[config.mk]
export PLATFORM = sky130hd
export DESIGN_NAME = boost_duty_step_regulator
export DESIGN_NICKNAME = d
export VERILOG_FILES = /design/src/hw/rtl/bdsr_pkg.sv /design/src/hw/rtl/bdsr_limit.sv /design/src/hw/rtl/bdsr_core.sv /design/src/hw/rtl/boost_duty_step_regulator.sv
export SDC_FILE = /design/constraint.sdc
export NUM_CORES = 1
export LEC_CHECK = 0
export CAP_MARGIN = 20
export CORE_MARGIN = 2
export CORE_UTILIZATION = 55
export CTS_CLUSTER_SIZE = 30
export DETAILED_ROUTE_END_ITERATION = 12
export DONT_BUFFER_PORTS = 1
export MAX_ROUTING_LAYER = met4
export PLACE_DENSITY = 0.73
export SYNTH_ARGS = -nofsm -noshare
export SYNTH_HDL_FRONTEND = slang
export SYNTH_HIERARCHICAL = 1
export SYNTH_SLANG_ARGS = --single-unit
[constraint.sdc]
create_clock -name clock -period 8.95 [get_ports clock]
set_clock_uncertainty 0.1 [all_clocks]
set_input_delay 0.895 -clock clock [delete_from_list [all_inputs] [get_ports clock]]
set_output_delay 0.895 -clock clock [all_outputs]
set_load 0.005 [all_outputs]
[src/hw/rtl/bdsr_pkg.sv]
`timescale 1ns / 1ps
// ----------------------------------------------------------------------------
// bdsr_pkg: shared types and constants for the boost duty step regulator
// Setpoint levels, register indexes and the fixed voltage scale constants.
// ----------------------------------------------------------------------------
package bdsr_pkg;

   // output voltage setpoint levels
   typedef enum logic [1:0] {
      LEVEL_5V0  = 2'd0,
      LEVEL_5V5  = 2'd1,
      LEVEL_8V0  = 2'd2,
      LEVEL_11V0 = 2'd3
   } setpoint_level_type;

   localparam int unsigned CSR_INDEX_W = 2;

   typedef enum logic [CSR_INDEX_W-1:0] {
      CSR_REQUEST_HIGH = 2'd0,
      CSR_REQUEST_LOW  = 2'd1
   } csr_index_type;

   // setpoint of each level in mV, indexed by setpoint_level_type
   localparam int unsigned SETPOINT_MV [4] = '{5000, 5500, 8000, 11000};

   // adc full scale: 4.34 V reference times the 5:1 divider, in mV
   localparam int unsigned FULL_SCALE_MV = 21700;
   // headroom added to the setpoint in the duty limit
   localparam int unsigned HEADROOM_MV   = 700;
   // all the mV figures above share this factor
   localparam int unsigned MV_UNIT       = 100;
   // led lights above this setpoint
   localparam int unsigned LED_ON_MV     = 6000;

   localparam int unsigned REQUEST_HIGH_RESET = 500;
   localparam int unsigned REQUEST_LOW_RESET  = 300;

endpackage

[src/hw/rtl/bdsr_limit.sv]
`timescale 1ns / 1ps
// ----------------------------------------------------------------------------
// bdsr_limit: duty ceiling from the input voltage
// limit = steps - ceil(vin * full_scale * steps / (counts * (setpoint + 700)))
// saturated to 0..steps-1, the quotient taken by reciprocal multiplication.
// ----------------------------------------------------------------------------
module bdsr_limit #(
   parameter int unsigned ADC_COUNTS = 1024,
   parameter int unsigned DUTY_STEPS = 256,
   localparam int unsigned SAMPLE_W = $clog2(ADC_COUNTS),
   localparam int unsigned DUTY_W   = $clog2(DUTY_STEPS)
) (
   input  logic [SAMPLE_W-1:0]          vin,
   input  bdsr_pkg::setpoint_level_type setpoint_level,
   output logic [DUTY_W-1:0]            limit
);

   // numerator and per-level denominators, common mV factor taken out
   localparam longint unsigned NUM = longint'(bdsr_pkg::FULL_SCALE_MV) * DUTY_STEPS
                                     / bdsr_pkg::MV_UNIT;
   localparam longint unsigned DEN_0 = longint'(ADC_COUNTS)
      * (bdsr_pkg::SETPOINT_MV[bdsr_pkg::LEVEL_5V0] + bdsr_pkg::HEADROOM_MV)
      / bdsr_pkg::MV_UNIT;
   localparam longint unsigned DEN_1 = longint'(ADC_COUNTS)
      * (bdsr_pkg::SETPOINT_MV[bdsr_pkg::LEVEL_5V5] + bdsr_pkg::HEADROOM_MV)
      / bdsr_pkg::MV_UNIT;
   localparam longint unsigned DEN_2 = longint'(ADC_COUNTS)
      * (bdsr_pkg::SETPOINT_MV[bdsr_pkg::LEVEL_8V0] + bdsr_pkg::HEADROOM_MV)
      / bdsr_pkg::MV_UNIT;
   localparam longint unsigned DEN_3 = longint'(ADC_COUNTS)
      * (bdsr_pkg::SETPOINT_MV[bdsr_pkg::LEVEL_11V0] + bdsr_pkg::HEADROOM_MV)
      / bdsr_pkg::MV_UNIT;

   // shift large enough that the rounded-up product is exact for every sample
   localparam int unsigned SHIFT = SAMPLE_W + 1 + $clog2(DEN_3);

   localparam longint unsigned RECIP_0 = (NUM << SHIFT) / DEN_0;
   localparam longint unsigned RECIP_1 = (NUM << SHIFT) / DEN_1;
   localparam longint unsigned RECIP_2 = (NUM << SHIFT) / DEN_2;
   localparam longint unsigned RECIP_3 = (NUM << SHIFT) / DEN_3;

   localparam int unsigned MW   = $clog2(RECIP_0 + 1);
   localparam int unsigned PW   = SAMPLE_W + MW;
   localparam int unsigned CW   = PW + 1 - SHIFT;
   localparam int unsigned CMPW = (CW > DUTY_W + 1) ? CW : DUTY_W + 1;

   localparam logic [PW:0] ROUND_UP = (PW + 1)'((longint'(1) << SHIFT) - 1);

   logic [MW-1:0]   recip;
   logic [PW-1:0]   product;
   logic [PW:0]     rounded;
   logic [CMPW-1:0] quotient;

   always_comb begin
      case (setpoint_level)
         bdsr_pkg::LEVEL_5V0:  recip = MW'(RECIP_0);
         bdsr_pkg::LEVEL_5V5:  recip = MW'(RECIP_1);
         bdsr_pkg::LEVEL_8V0:  recip = MW'(RECIP_2);
         bdsr_pkg::LEVEL_11V0: recip = MW'(RECIP_3);
         default:              recip = MW'(RECIP_0);
      endcase
   end

   assign product  = PW'(vin) * PW'(recip);
   assign rounded  = {1'b0, product} + ROUND_UP;
   assign quotient = CMPW'(rounded[PW:SHIFT]);

   always_comb begin
      if (quotient >= CMPW'(DUTY_STEPS)) begin
         limit = '0;
      end else if (quotient == '0) begin
         limit = DUTY_W'(DUTY_STEPS - 1);
      end else begin
         limit = DUTY_W'(CMPW'(DUTY_STEPS) - quotient);
      end
   end

endmodule

[src/hw/rtl/bdsr_core.sv]
`timescale 1ns / 1ps
// ----------------------------------------------------------------------------
// bdsr_core: one regulation step
// Steps the duty toward the held setpoint, clamps it to the input-voltage
// ceiling, picks the next setpoint and forms the led outputs.
// ----------------------------------------------------------------------------
module bdsr_core #(
   parameter int unsigned ADC_COUNTS = 1024,
   parameter int unsigned DUTY_STEPS = 256,
   localparam int unsigned SAMPLE_W = $clog2(ADC_COUNTS),
   localparam int unsigned DUTY_W   = $clog2(DUTY_STEPS),
   localparam int unsigned BRIGHT_W = SAMPLE_W - 2
) (
   input  logic [DUTY_W-1:0]            duty_level,
   input  bdsr_pkg::setpoint_level_type setpoint_level,
   input  logic [SAMPLE_W-1:0]          vout_sample,
   input  logic [SAMPLE_W-1:0]          vin_sample,
   input  logic [SAMPLE_W-1:0]          request_sample,
   input  logic [SAMPLE_W-1:0]          load_current_sample,
   input  logic [SAMPLE_W-1:0]          request_high_threshold,
   input  logic [SAMPLE_W-1:0]          request_low_threshold,
   output logic [DUTY_W-1:0]            duty_next,
   output bdsr_pkg::setpoint_level_type setpoint_next,
   output logic                         high_voltage_led,
   output logic [BRIGHT_W-1:0]          led_brightness
);

   localparam int unsigned VW = SAMPLE_W + 1;

   // vout * full_scale < setpoint * counts  <=>  vout < ceil(setpoint * counts / full_scale)
   localparam longint unsigned VOUT_LIM_0 =
      (longint'(bdsr_pkg::SETPOINT_MV[bdsr_pkg::LEVEL_5V0]) * ADC_COUNTS
       + bdsr_pkg::FULL_SCALE_MV - 1) / bdsr_pkg::FULL_SCALE_MV;
   localparam longint unsigned VOUT_LIM_1 =
      (longint'(bdsr_pkg::SETPOINT_MV[bdsr_pkg::LEVEL_5V5]) * ADC_COUNTS
       + bdsr_pkg::FULL_SCALE_MV - 1) / bdsr_pkg::FULL_SCALE_MV;
   localparam longint unsigned VOUT_LIM_2 =
      (longint'(bdsr_pkg::SETPOINT_MV[bdsr_pkg::LEVEL_8V0]) * ADC_COUNTS
       + bdsr_pkg::FULL_SCALE_MV - 1) / bdsr_pkg::FULL_SCALE_MV;
   localparam longint unsigned VOUT_LIM_3 =
      (longint'(bdsr_pkg::SETPOINT_MV[bdsr_pkg::LEVEL_11V0]) * ADC_COUNTS
       + bdsr_pkg::FULL_SCALE_MV - 1) / bdsr_pkg::FULL_SCALE_MV;

   logic [VW-1:0]     vout_limit;
   logic              step_up;
   logic [DUTY_W-1:0] duty_stepped;
   logic [DUTY_W-1:0] duty_ceiling;

   always_comb begin
      case (setpoint_level)
         bdsr_pkg::LEVEL_5V0:  vout_limit = VW'(VOUT_LIM_0);
         bdsr_pkg::LEVEL_5V5:  vout_limit = VW'(VOUT_LIM_1);
         bdsr_pkg::LEVEL_8V0:  vout_limit = VW'(VOUT_LIM_2);
         bdsr_pkg::LEVEL_11V0: vout_limit = VW'(VOUT_LIM_3);
         default:              vout_limit = VW'(VOUT_LIM_0);
      endcase
   end

   assign step_up = {1'b0, vout_sample} < vout_limit;

   always_comb begin
      duty_stepped = duty_level;
      if (step_up) begin
         if (duty_level != DUTY_W'(DUTY_STEPS - 1)) begin
            duty_stepped = duty_level + DUTY_W'(1);
         end
      end else if (duty_level != '0) begin
         duty_stepped = duty_level - DUTY_W'(1);
      end
   end

   bdsr_limit #(
      .ADC_COUNTS (ADC_COUNTS),
      .DUTY_STEPS (DUTY_STEPS)
   ) u_limit (
      .vin            (vin_sample),
      .setpoint_level (setpoint_level),
      .limit          (duty_ceiling)
   );

   assign duty_next = (duty_stepped > duty_ceiling) ? duty_ceiling : duty_stepped;

   // high compare wins when the thresholds are crossed over
   always_comb begin
      if (request_sample > request_high_threshold) begin
         setpoint_next = bdsr_pkg::LEVEL_5V5;
      end else if (request_sample > request_low_threshold) begin
         setpoint_next = bdsr_pkg::LEVEL_8V0;
      end else begin
         setpoint_next = bdsr_pkg::LEVEL_11V0;
      end
   end

   assign high_voltage_led = bdsr_pkg::SETPOINT_MV[setpoint_next] > bdsr_pkg::LED_ON_MV;
   assign led_brightness   = load_current_sample[SAMPLE_W-1:2];

endmodule

[src/hw/rtl/boost_duty_step_regulator.sv]
`timescale 1ns / 1ps
// ----------------------------------------------------------------------------
// boost_duty_step_regulator: boost pwm duty regulator with selectable setpoint
// Takes one word of adc samples per control period and returns the new duty.
// ----------------------------------------------------------------------------
// One sample word in, one result word out. A word is accepted every cycle while
// the result side is not stalled, and it passes through the input register,
// then the result register; the step, the clamp and the setpoint choice
// settle in the single logic stage between them, whose longest path is the
// vin reciprocal multiply of the duty limit. The duty and setpoint state move
// forward as each word passes into the result register, so results come back
// in order and each word sees the setpoint chosen by the word before it. The
// user is to write the two request thresholds on the csr port while no word
// is in flight; the block itself does not enforce this. csr_ready is always
// high and writes to an unknown index are dropped.
module boost_duty_step_regulator #(
   parameter int unsigned ADC_COUNTS = 1024,
   parameter int unsigned DUTY_STEPS = 256,
   localparam int unsigned SAMPLE_W = $clog2(ADC_COUNTS),
   localparam int unsigned DUTY_W   = $clog2(DUTY_STEPS),
   localparam int unsigned BRIGHT_W = SAMPLE_W - 2,
   localparam int unsigned REQ_W    = 8 * ((4 * SAMPLE_W + 7) / 8),
   localparam int unsigned RSP_W    = 8 * ((DUTY_W + 1 + BRIGHT_W + 7) / 8)
) (
   input  logic                               clock,
   input  logic                               reset,
   input  logic                               req_tvalid,
   output logic                               req_tready,
   // vout_sample, vin_sample, request_sample, load_current_sample
   input  logic [REQ_W-1:0]                   req_tdata,
   output logic                               rsp_tvalid,
   input  logic                               rsp_tready,
   // duty, high_voltage_led, led_brightness
   output logic [RSP_W-1:0]                   rsp_tdata,
   input  logic                               csr_valid,
   output logic                               csr_ready,
   input  logic [bdsr_pkg::CSR_INDEX_W-1:0]   csr_index,
   input  logic [SAMPLE_W-1:0]                csr_wdata
);

   logic                         req_fire;
   logic                         advance;

   logic                         in_valid_ff, in_valid_in;
   logic [SAMPLE_W-1:0]          in_vout_ff, in_vout_in;
   logic [SAMPLE_W-1:0]          in_vin_ff, in_vin_in;
   logic [SAMPLE_W-1:0]          in_request_ff, in_request_in;
   logic [SAMPLE_W-1:0]          in_load_ff, in_load_in;

   logic [SAMPLE_W-1:0]          high_th_ff, high_th_in;
   logic [SAMPLE_W-1:0]          low_th_ff, low_th_in;

   logic [DUTY_W-1:0]            duty_ff, duty_in;
   bdsr_pkg::setpoint_level_type level_ff, level_in;

   logic                         rsp_valid_ff, rsp_valid_in;
   logic [DUTY_W-1:0]            rsp_duty_ff, rsp_duty_in;
   logic                         rsp_led_ff, rsp_led_in;
   logic [BRIGHT_W-1:0]          rsp_bright_ff, rsp_bright_in;

   logic [DUTY_W-1:0]            duty_next;
   bdsr_pkg::setpoint_level_type level_next;
   logic                         led_next;
   logic [BRIGHT_W-1:0]          bright_next;

   // word moves on whenever the result register is free or being drained
   assign advance    = in_valid_ff && (!rsp_valid_ff || rsp_tready);
   assign req_tready = !in_valid_ff || advance;
   assign req_fire   = req_tvalid && req_tready;
   assign csr_ready  = 1'b1;

   bdsr_core #(
      .ADC_COUNTS (ADC_COUNTS),
      .DUTY_STEPS (DUTY_STEPS)
   ) u_core (
      .duty_level             (duty_ff),
      .setpoint_level         (level_ff),
      .vout_sample            (in_vout_ff),
      .vin_sample             (in_vin_ff),
      .request_sample         (in_request_ff),
      .load_current_sample    (in_load_ff),
      .request_high_threshold (high_th_ff),
      .request_low_threshold  (low_th_ff),
      .duty_next              (duty_next),
      .setpoint_next          (level_next),
      .high_voltage_led       (led_next),
      .led_brightness         (bright_next)
   );

   always_comb begin
      in_valid_in   = in_valid_ff;
      in_vout_in    = in_vout_ff;
      in_vin_in     = in_vin_ff;
      in_request_in = in_request_ff;
      in_load_in    = in_load_ff;
      if (advance) begin
         in_valid_in = 1'b0;
      end
      if (req_fire) begin
         in_valid_in   = 1'b1;
         in_vout_in    = req_tdata[0 +: SAMPLE_W];
         in_vin_in     = req_tdata[SAMPLE_W +: SAMPLE_W];
         in_request_in = req_tdata[2 * SAMPLE_W +: SAMPLE_W];
         in_load_in    = req_tdata[3 * SAMPLE_W +: SAMPLE_W];
      end
   end

   always_comb begin
      high_th_in = high_th_ff;
      low_th_in  = low_th_ff;
      if (csr_valid && csr_ready) begin
         case (csr_index)
            bdsr_pkg::CSR_REQUEST_HIGH: high_th_in = csr_wdata;
            bdsr_pkg::CSR_REQUEST_LOW:  low_th_in  = csr_wdata;
            default: ;
         endcase
      end
   end

   always_comb begin
      duty_in       = duty_ff;
      level_in      = level_ff;
      rsp_valid_in  = rsp_valid_ff;
      rsp_duty_in   = rsp_duty_ff;
      rsp_led_in    = rsp_led_ff;
      rsp_bright_in = rsp_bright_ff;
      if (rsp_tready) begin
         rsp_valid_in = 1'b0;
      end
      if (advance) begin
         duty_in       = duty_next;
         level_in      = level_next;
         rsp_valid_in  = 1'b1;
         rsp_duty_in   = duty_next;
         rsp_led_in    = led_next;
         rsp_bright_in = bright_next;
      end
   end

   always_ff @(posedge clock) begin
      if (reset) begin
         in_valid_ff  <= 1'b0;
         rsp_valid_ff <= 1'b0;
         duty_ff      <= '0;
         level_ff     <= bdsr_pkg::LEVEL_5V0;
         high_th_ff   <= SAMPLE_W'(bdsr_pkg::REQUEST_HIGH_RESET);
         low_th_ff    <= SAMPLE_W'(bdsr_pkg::REQUEST_LOW_RESET);
      end else begin
         in_valid_ff  <= in_valid_in;
         rsp_valid_ff <= rsp_valid_in;
         duty_ff      <= duty_in;
         level_ff     <= level_in;
         high_th_ff   <= high_th_in;
         low_th_ff    <= low_th_in;
      end
   end

   always_ff @(posedge clock) begin
      in_vout_ff    <= in_vout_in;
      in_vin_ff     <= in_vin_in;
      in_request_ff <= in_request_in;
      in_load_ff    <= in_load_in;
      rsp_duty_ff   <= rsp_duty_in;
      rsp_led_ff    <= rsp_led_in;
      rsp_bright_ff <= rsp_bright_in;
   end

   assign rsp_tvalid = rsp_valid_ff;
   assign rsp_tdata  = RSP_W'({rsp_bright_ff, rsp_led_ff, rsp_duty_ff});

endmodule

# Word level (Yosys, flattened, before mapping)
# Index checks and enable logic that the tools add are counted.
[word_totals] register_bits=89 latchBits=0 ramBits=0 mem_bits_ro=0 output_inout_bits=27 n_memories=0
[classes] n_addsub=4 multipliers=1 n_div=0 n_lt_le_gt_ge=7 n_eq_ne=5 shift=0 muxes=17 n_bitwise=1 reduce_logical=14
[ops] operator="one-hot mux 28 bit (4 select lines)" count=1
[ops] operator="binary-select mux 32 bit (select 2 bit)" count=1
[ops] operator="2-to-1 mux 32 bit" count=2
[ops] operator="2-to-1 mux 8 bit" count=6
[ops] operator="one-hot mux 11 bit (4 select lines)" count=1
[ops] operator="adder 38 x 28 -> 39 bit (second input constant)" count=1
[ops] operator="multiplier 10 x 28 -> 38 bit" count=1
[ops] operator="greater-than comparator 32 x 13 -> 1 bit (second input constant)" count=1
[ops] operator="greater-than comparator 10 bit" count=2
[ops] operator="greater-or-equal comparator 11 x 9 -> 1 bit (second input constant)" count=1
[ops] operator="zero test 11 bit" count=1
[ops] operator="less-than comparator 10 x 11 -> 1 bit" count=1
[ops] operator="adder 8 x 1 -> 8 bit (second input constant)" count=1
[ops] operator="greater-than comparator 8 bit" count=1
[ops] operator="!= test 8 bit (second input constant)" count=1
[ops] operator="nonzero test 8 bit" count=1
[ops] operator="subtractor 1 x 8 -> 8 bit (first input constant)" count=1
[ops] operator="subtractor 8 x 1 -> 8 bit (second input constant)" count=1
[ops] operator="2-to-1 mux 1 bit" count=5
[ops] operator="== test 2 x 1 -> 1 bit (second input constant)" count=2
[ops] operator="== test 2 bit (second input constant)" count=2
[ops] operator="zero test 2 bit" count=2
[ops] operator="AND reduction 2 bit" count=2
[ops] operator="nonzero test 2 bit" count=2
[ops] operator="other kinds (6)" count=9

# Logic depth before layout (Yosys ltp)
[logic_depth] word_depth=9 ltp_mapped=40 mapped_depth_nobuf=39

# Cells and area by module
# The synthesis kept the hierarchy.
[by_module_without_submodules] mod="bdsr_limit" n_inst=1 cells_per_inst=954 area_per_inst_um2=8499.4 seq_area_each_um2=0.0
[by_module_without_submodules] mod="boost_duty_step_regulator" n_inst=1 cells_per_inst=202 area_per_inst_um2=3055.4 seq_area_each_um2=2352.3
[by_module_without_submodules] mod="bdsr_core" n_inst=1 cells_per_inst=219 area_per_inst_um2=1565.3 seq_area_each_um2=0.0

# Least setup slack after synthesis
# OpenSTA, ideal clock, no wires.
[synth_timing] path_kind="flip-flop to flip-flop" startpoint="register level_ff[1]" endpoint="register rsp_duty_ff[6] (data pin)" arrival_ns=8.316 required_ns=8.587 path_slack_ns=0.271 path_stages_with_launch=33 path_buffers=3 synth_period_minus_slack_ns=8.679 cell_sequence="dfxtp_1 > clkbuf_1 > inv_1 > ha_1 > clkbuf_1 > and2_1 > nor2_1 > fa_1 > fa_1 > inv_1 > fa_1 > fa_1 > inv_1 > fa_1 > inv_1 > ha_1 > nand4_4 > or4_4 > nand4b_4 > o221a_4 > o2111a_1 > or3_4 > nand3b_4 > or2_4 > a21oi_1 > inv_1 > ha_1 > a21o_1 > a21oi_1 > a21oi_1 > o22a_1 > buf_1 > mux2_2"
[synth_via] elab_chain_cells=9 elab_cells_between_ends=17 classes_between="add/sub: 2; mul: 1; order compare: 3; eq/ne: 3; mux: 6; reduce/logical: 2"
[synth_lines] element="start: declaration" line_no="boost_duty_step_regulator.sv:54" rtl="bdsr_pkg::setpoint_level_type level_ff, level_in;"
[synth_lines] element="start signal: assignment" line_no="boost_duty_step_regulator.sv:145" rtl="level_ff <= bdsr_pkg::LEVEL_5V0;"
[synth_lines] element="start signal: assignment" line_no="boost_duty_step_regulator.sv:152" rtl="level_ff <= level_in;"
[synth_lines] element="== test 2 bit, or another cell as far along" line_no="bdsr_limit.sv:55" rtl="case (setpoint_level)"
[synth_lines] element="one-hot mux 28 bit (4 select lines) (*)" line_no="bdsr_limit.sv:55"
[synth_lines] element="multiplier 10 x 28 -> 38 bit (*)" line_no="bdsr_limit.sv:64" rtl="assign product = PW'(vin) * PW'(recip);"
[synth_lines] element="adder 38 x 28 -> 39 bit (*)" line_no="bdsr_limit.sv:65" rtl="assign rounded = {1'b0, product} + ROUND_UP;"
[synth_lines] element="subtractor 1 x 8 -> 8 bit / zero test 11 bit (equally long branches)" line_no="bdsr_limit.sv:74, bdsr_limit.sv:71"
[synth_lines] element="2-to-1 mux 8 bit" line_no="bdsr_limit.sv:71" rtl="end else if (quotient == '0) begin"
[synth_lines] element="2-to-1 mux 8 bit (*)" line_no="bdsr_limit.sv:69" rtl="if (quotient >= CMPW'(DUTY_STEPS)) begin"
[synth_lines] element="via u_core.duty_ceiling[2]" line_no="bdsr_core.sv:47" rtl="logic [DUTY_W-1:0] duty_ceiling;"
[synth_lines] element="greater-than comparator 8 bit (*)" line_no="bdsr_core.sv:81" rtl="assign duty_next = (duty_stepped > duty_ceiling) ? duty_ceiling : duty_stepped;"
[synth_lines] element="2-to-1 mux 8 bit (*)" line_no="bdsr_core.sv:81"
[synth_lines] element="via duty_next[6]" line_no="boost_duty_step_regulator.sv:61" rtl="logic [DUTY_W-1:0] duty_next;"
[synth_lines] element="end signal: assignment" line_no="boost_duty_step_regulator.sv:163" rtl="rsp_duty_ff <= rsp_duty_in;"
[synth_lines] element="end: declaration" line_no="boost_duty_step_regulator.sv:57" rtl="logic [DUTY_W-1:0] rsp_duty_ff, rsp_duty_in;"
# Mark *: on every way through the listed nets, which the timed path passes. The rest lies on a longest branch. The select of a mux whose other input is x is not followed.
# A chain may end at the register's enable or synchronous reset.

# Worst setup path after layout
[layout_timing] startpoint="register level_ff[0]" endpoint="register duty_ff[3]"
[layout_via] elab_chain_cells=9 elab_cells_between_ends=17 classes_between="add/sub: 2; mul: 1; order compare: 3; eq/ne: 3; mux: 6; reduce/logical: 2"
[layout_lines] element="== test 2 bit, or another cell as far along" line_no="bdsr_limit.sv:55"
[layout_lines] element="one-hot mux 28 bit (4 select lines) (*)" line_no="bdsr_limit.sv:55"
[layout_lines] element="multiplier 10 x 28 -> 38 bit (*)" line_no="bdsr_limit.sv:64"
[layout_lines] element="adder 38 x 28 -> 39 bit (*)" line_no="bdsr_limit.sv:65"
[layout_lines] element="subtractor 1 x 8 -> 8 bit / zero test 11 bit (equally long branches)" line_no="bdsr_limit.sv:74, bdsr_limit.sv:71"
[layout_lines] element="2-to-1 mux 8 bit" line_no="bdsr_limit.sv:71"
[layout_lines] element="2-to-1 mux 8 bit (*)" line_no="bdsr_limit.sv:69"
[layout_lines] element="via u_core.duty_ceiling[5]" line_no="bdsr_core.sv:47"
[layout_lines] element="greater-than comparator 8 bit (*)" line_no="bdsr_core.sv:81"
[layout_lines] element="2-to-1 mux 8 bit (*)" line_no="bdsr_core.sv:81"
[layout_lines] element="via duty_next[3]" line_no="boost_duty_step_regulator.sv:61"
[layout_lines] element="end signal: assignment" line_no="boost_duty_step_regulator.sv:151" rtl="duty_ff <= duty_in;"
[layout_lines] element="end: declaration" line_no="boost_duty_step_regulator.sv:53" rtl="logic [DUTY_W-1:0] duty_ff, duty_in;"
# Marks and branches as above.

==> flow_summary.toml <==
[logic_synthesis]
synthesis.instances = 1372
syn_area_um2 = 13000
ys_warn_count = 6
syn_area_per_cell_um2 = 9.50

[clocking]
cts_buffers = 9
cts_root_buf = "clkbuf_16"
h-tree-depth = 3
cts_tree = "yes"
clockBufferDepth = 2
path_clk_slew_ns = 0.06
hold_buffers = 0
cts_sinks = 86
insertion_delay_ns = 0.34

[sta]
max_slew.worst_pin.slew_ns = 0.900
fin_crit_sh = 0.953
setup_tns_ns = 0
max_freq_mhz = 117
worst_slack_ns = 0.417
report.final.slew_viol_count = 0
hold_violations = 0
rsz0062_at_grt = "no"
period_minus_slack_ns = 8.53
finalSetupViolCount = 0
max_slew_margin = 0.393

[setup_path]
reg2reg_to = "duty_ff[3]$_SDFFE_PP0P_"
cp_max_fo = 10
cp-startpoint = "level_ff[0]$_SDFFE_PP0P_"
rrSetupSlack_ns = 0.42
crit_end = "duty_ff[3]$_SDFFE_PP0P_"
cp-end-kind = "flop"
crit_path_max_incr_delay_ns = 0.56
cpMaxStageDelayCell = "fa_1"
timing.rr.start = "level_ff[0]$_SDFFE_PP0P_"
setup.worst_path.class = "flop to flop"
crit_path_frequent_cell = "inv_1"
crit_arrival_ns = 8.64
crit_required_ns = 9.05
crit_path_start_kind = "flop"
reg2reg_depth = 33

[die]
start_util = 0.558
boundaryPins = 84
dieArea_um2 = 24900
core_um2 = 23300
row_count = 56
die-height_um = 158
die_w_um = 158

[global_routing]
first_global_vias = 9760
grt_usage = 0.261
grt_max_degree = 50
grt_pass1_wl_um = 48300
grt_antenna_before_repair = 0
grt_remaining_overflow = 0

[cells_and_area]
postLayoutCellArea_um2 = 13900
num_antenna_cells = 0
nets = 1787
syn_to_final_growth_pct = 6.41
drive_above_1_share = 0.0808

[worst_hold_path]
holdCritPathClass = "flop to flop"
hold_depth = 0

[routing]
ant_nets = 0
first_pass_iters = 4
via_per_inst = 5.39
met3_length_um = 1460
drt-initial-drc-count = 513
route.detailed.drc = 0
wl_met1_um = 12400
routed.top_layer = "met4"
wl_per_cell_um = 17.2
route.vias.total = 9188
drt-total-wl_um = 29300
met2WireLength_um = 14800

[flow_run]
drv_cap = 0

[place]
place_area_um2 = 13400
dp_slack_ns = 0.133
dp_hpwl_um = 25100
io_buffers = 0
gp_congestion = 1.04

[run_status]
outcome = "finished, final reports clean"
==> final cells by class <==
cell class	count	area, µm²
clock buffers	9	225
clock inverters	7	80.1
fillers	1996	9470
inverters	345	1290
multi-input cells	904	9320
flip-flops and latches	86	2260
well taps	319	399
repair buffers	35	280
==> how the worst min path moves through the flow <==
stage                                         start                          to  slack, ns
after floorplan           low_th_ff[6]$_SDFFE_PP0P_   low_th_ff[6]$_SDFFE_PP0P_       0.33
final                       in_load_ff[7]$_DFFE_PP_  rsp_bright_ff[5]$_DFFE_PP_       0.32
after detailed placement    in_load_ff[9]$_DFFE_PP_  rsp_bright_ff[7]$_DFFE_PP_       0.31
after global placement      in_load_ff[8]$_DFFE_PP_  rsp_bright_ff[6]$_DFFE_PP_       0.30
after CTS                   in_load_ff[7]$_DFFE_PP_  rsp_bright_ff[5]$_DFFE_PP_       0.33
after global routing        in_load_ff[7]$_DFFE_PP_  rsp_bright_ff[5]$_DFFE_PP_       0.33
==> flip-flops by register name (all words and copies together), names as in the netlist <==
signal,flops
duty_ff,8
high_th_ff,10
in_load_ff,8
in_request_ff,10
in_valid_ff,1
in_vin_ff,10
in_vout_ff,9
level_ff,2
low_th_ff,10
rsp_bright_ff,8
rsp_duty_ff,8
rsp_led_ff,1
rsp_tvalid,1
==> per-layer routing <==
| metal | vias to the layer above | global-route usage |
|---|---|---|
| met2 | 265 | 0.448 |
| met5 | - | - |
| li1 | 4358 | - |
| met4 | 0 | 0.0706 |
| met3 | 42 | 0.0367 |
| met1 | 4523 | 0.323 |
==> repair_timing <==
action / 4_1_cts / 5_1_grt
setup endpoints to repair: 0 / 16
resized for setup: 0 / 24
buffers inserted: 0 / 1
==> layout by cell type (no fill, tap or decap), types with 4 or more instances in the layout <==
| cell type | count |
|---|---|
| a211oi_1 | 4 |
| a21o_1 | 17 |
| a21oi_1 | 61 |
| a21oi_2 | 7 |
| a31oi_1 | 5 |
| and2_1 | 21 |
| and3_1 | 8 |
| buf_4 | 33 |
| clkbuf_16 | 9 |
| conb_1 | 8 |
| dfxtp_1 | 31 |
| edfxtp_1 | 54 |
| fa_1 | 188 |
| ha_1 | 156 |
| inv_1 | 342 |
| mux2_2 | 6 |
| mux2i_1 | 22 |
| nand2_1 | 80 |
| nand2b_1 | 53 |
| nand3_1 | 16 |
| nand3b_1 | 4 |
| nand4_1 | 10 |
| nor2_1 | 43 |
| nor2b_1 | 24 |
| nor3_1 | 25 |
| nor4_1 | 7 |
| o211ai_1 | 8 |
| o21ai_0 | 24 |
| or2_2 | 5 |
| or3_1 | 4 |
| xnor2_1 | 9 |
| xor2_1 | 8 |
==> worst max-delay path, delay by kind of cell (launching register included) <==
kind	cells	cell delay (ns)
fa+ha+maj	8	3.57
compound gates	7	1.57
simple gates	7	1.45
buf+inv	9	0.91
mux	2	0.43
flops	1	0.36
==> metrics by stage <==
step                      hold WS, ns  instances  utilization
final                           0.323       1705        0.594
after global routing            0.327       1705        0.594
after detailed placement        0.308       1687        0.576
after global placement          0.300       1687        0.576
after CTS                       0.326       1703        0.589
after floorplan                 0.334       1378            -
Power is not shown: default switching activity piles up to over one toggle a cycle in this logic, so the estimate is an artifact.
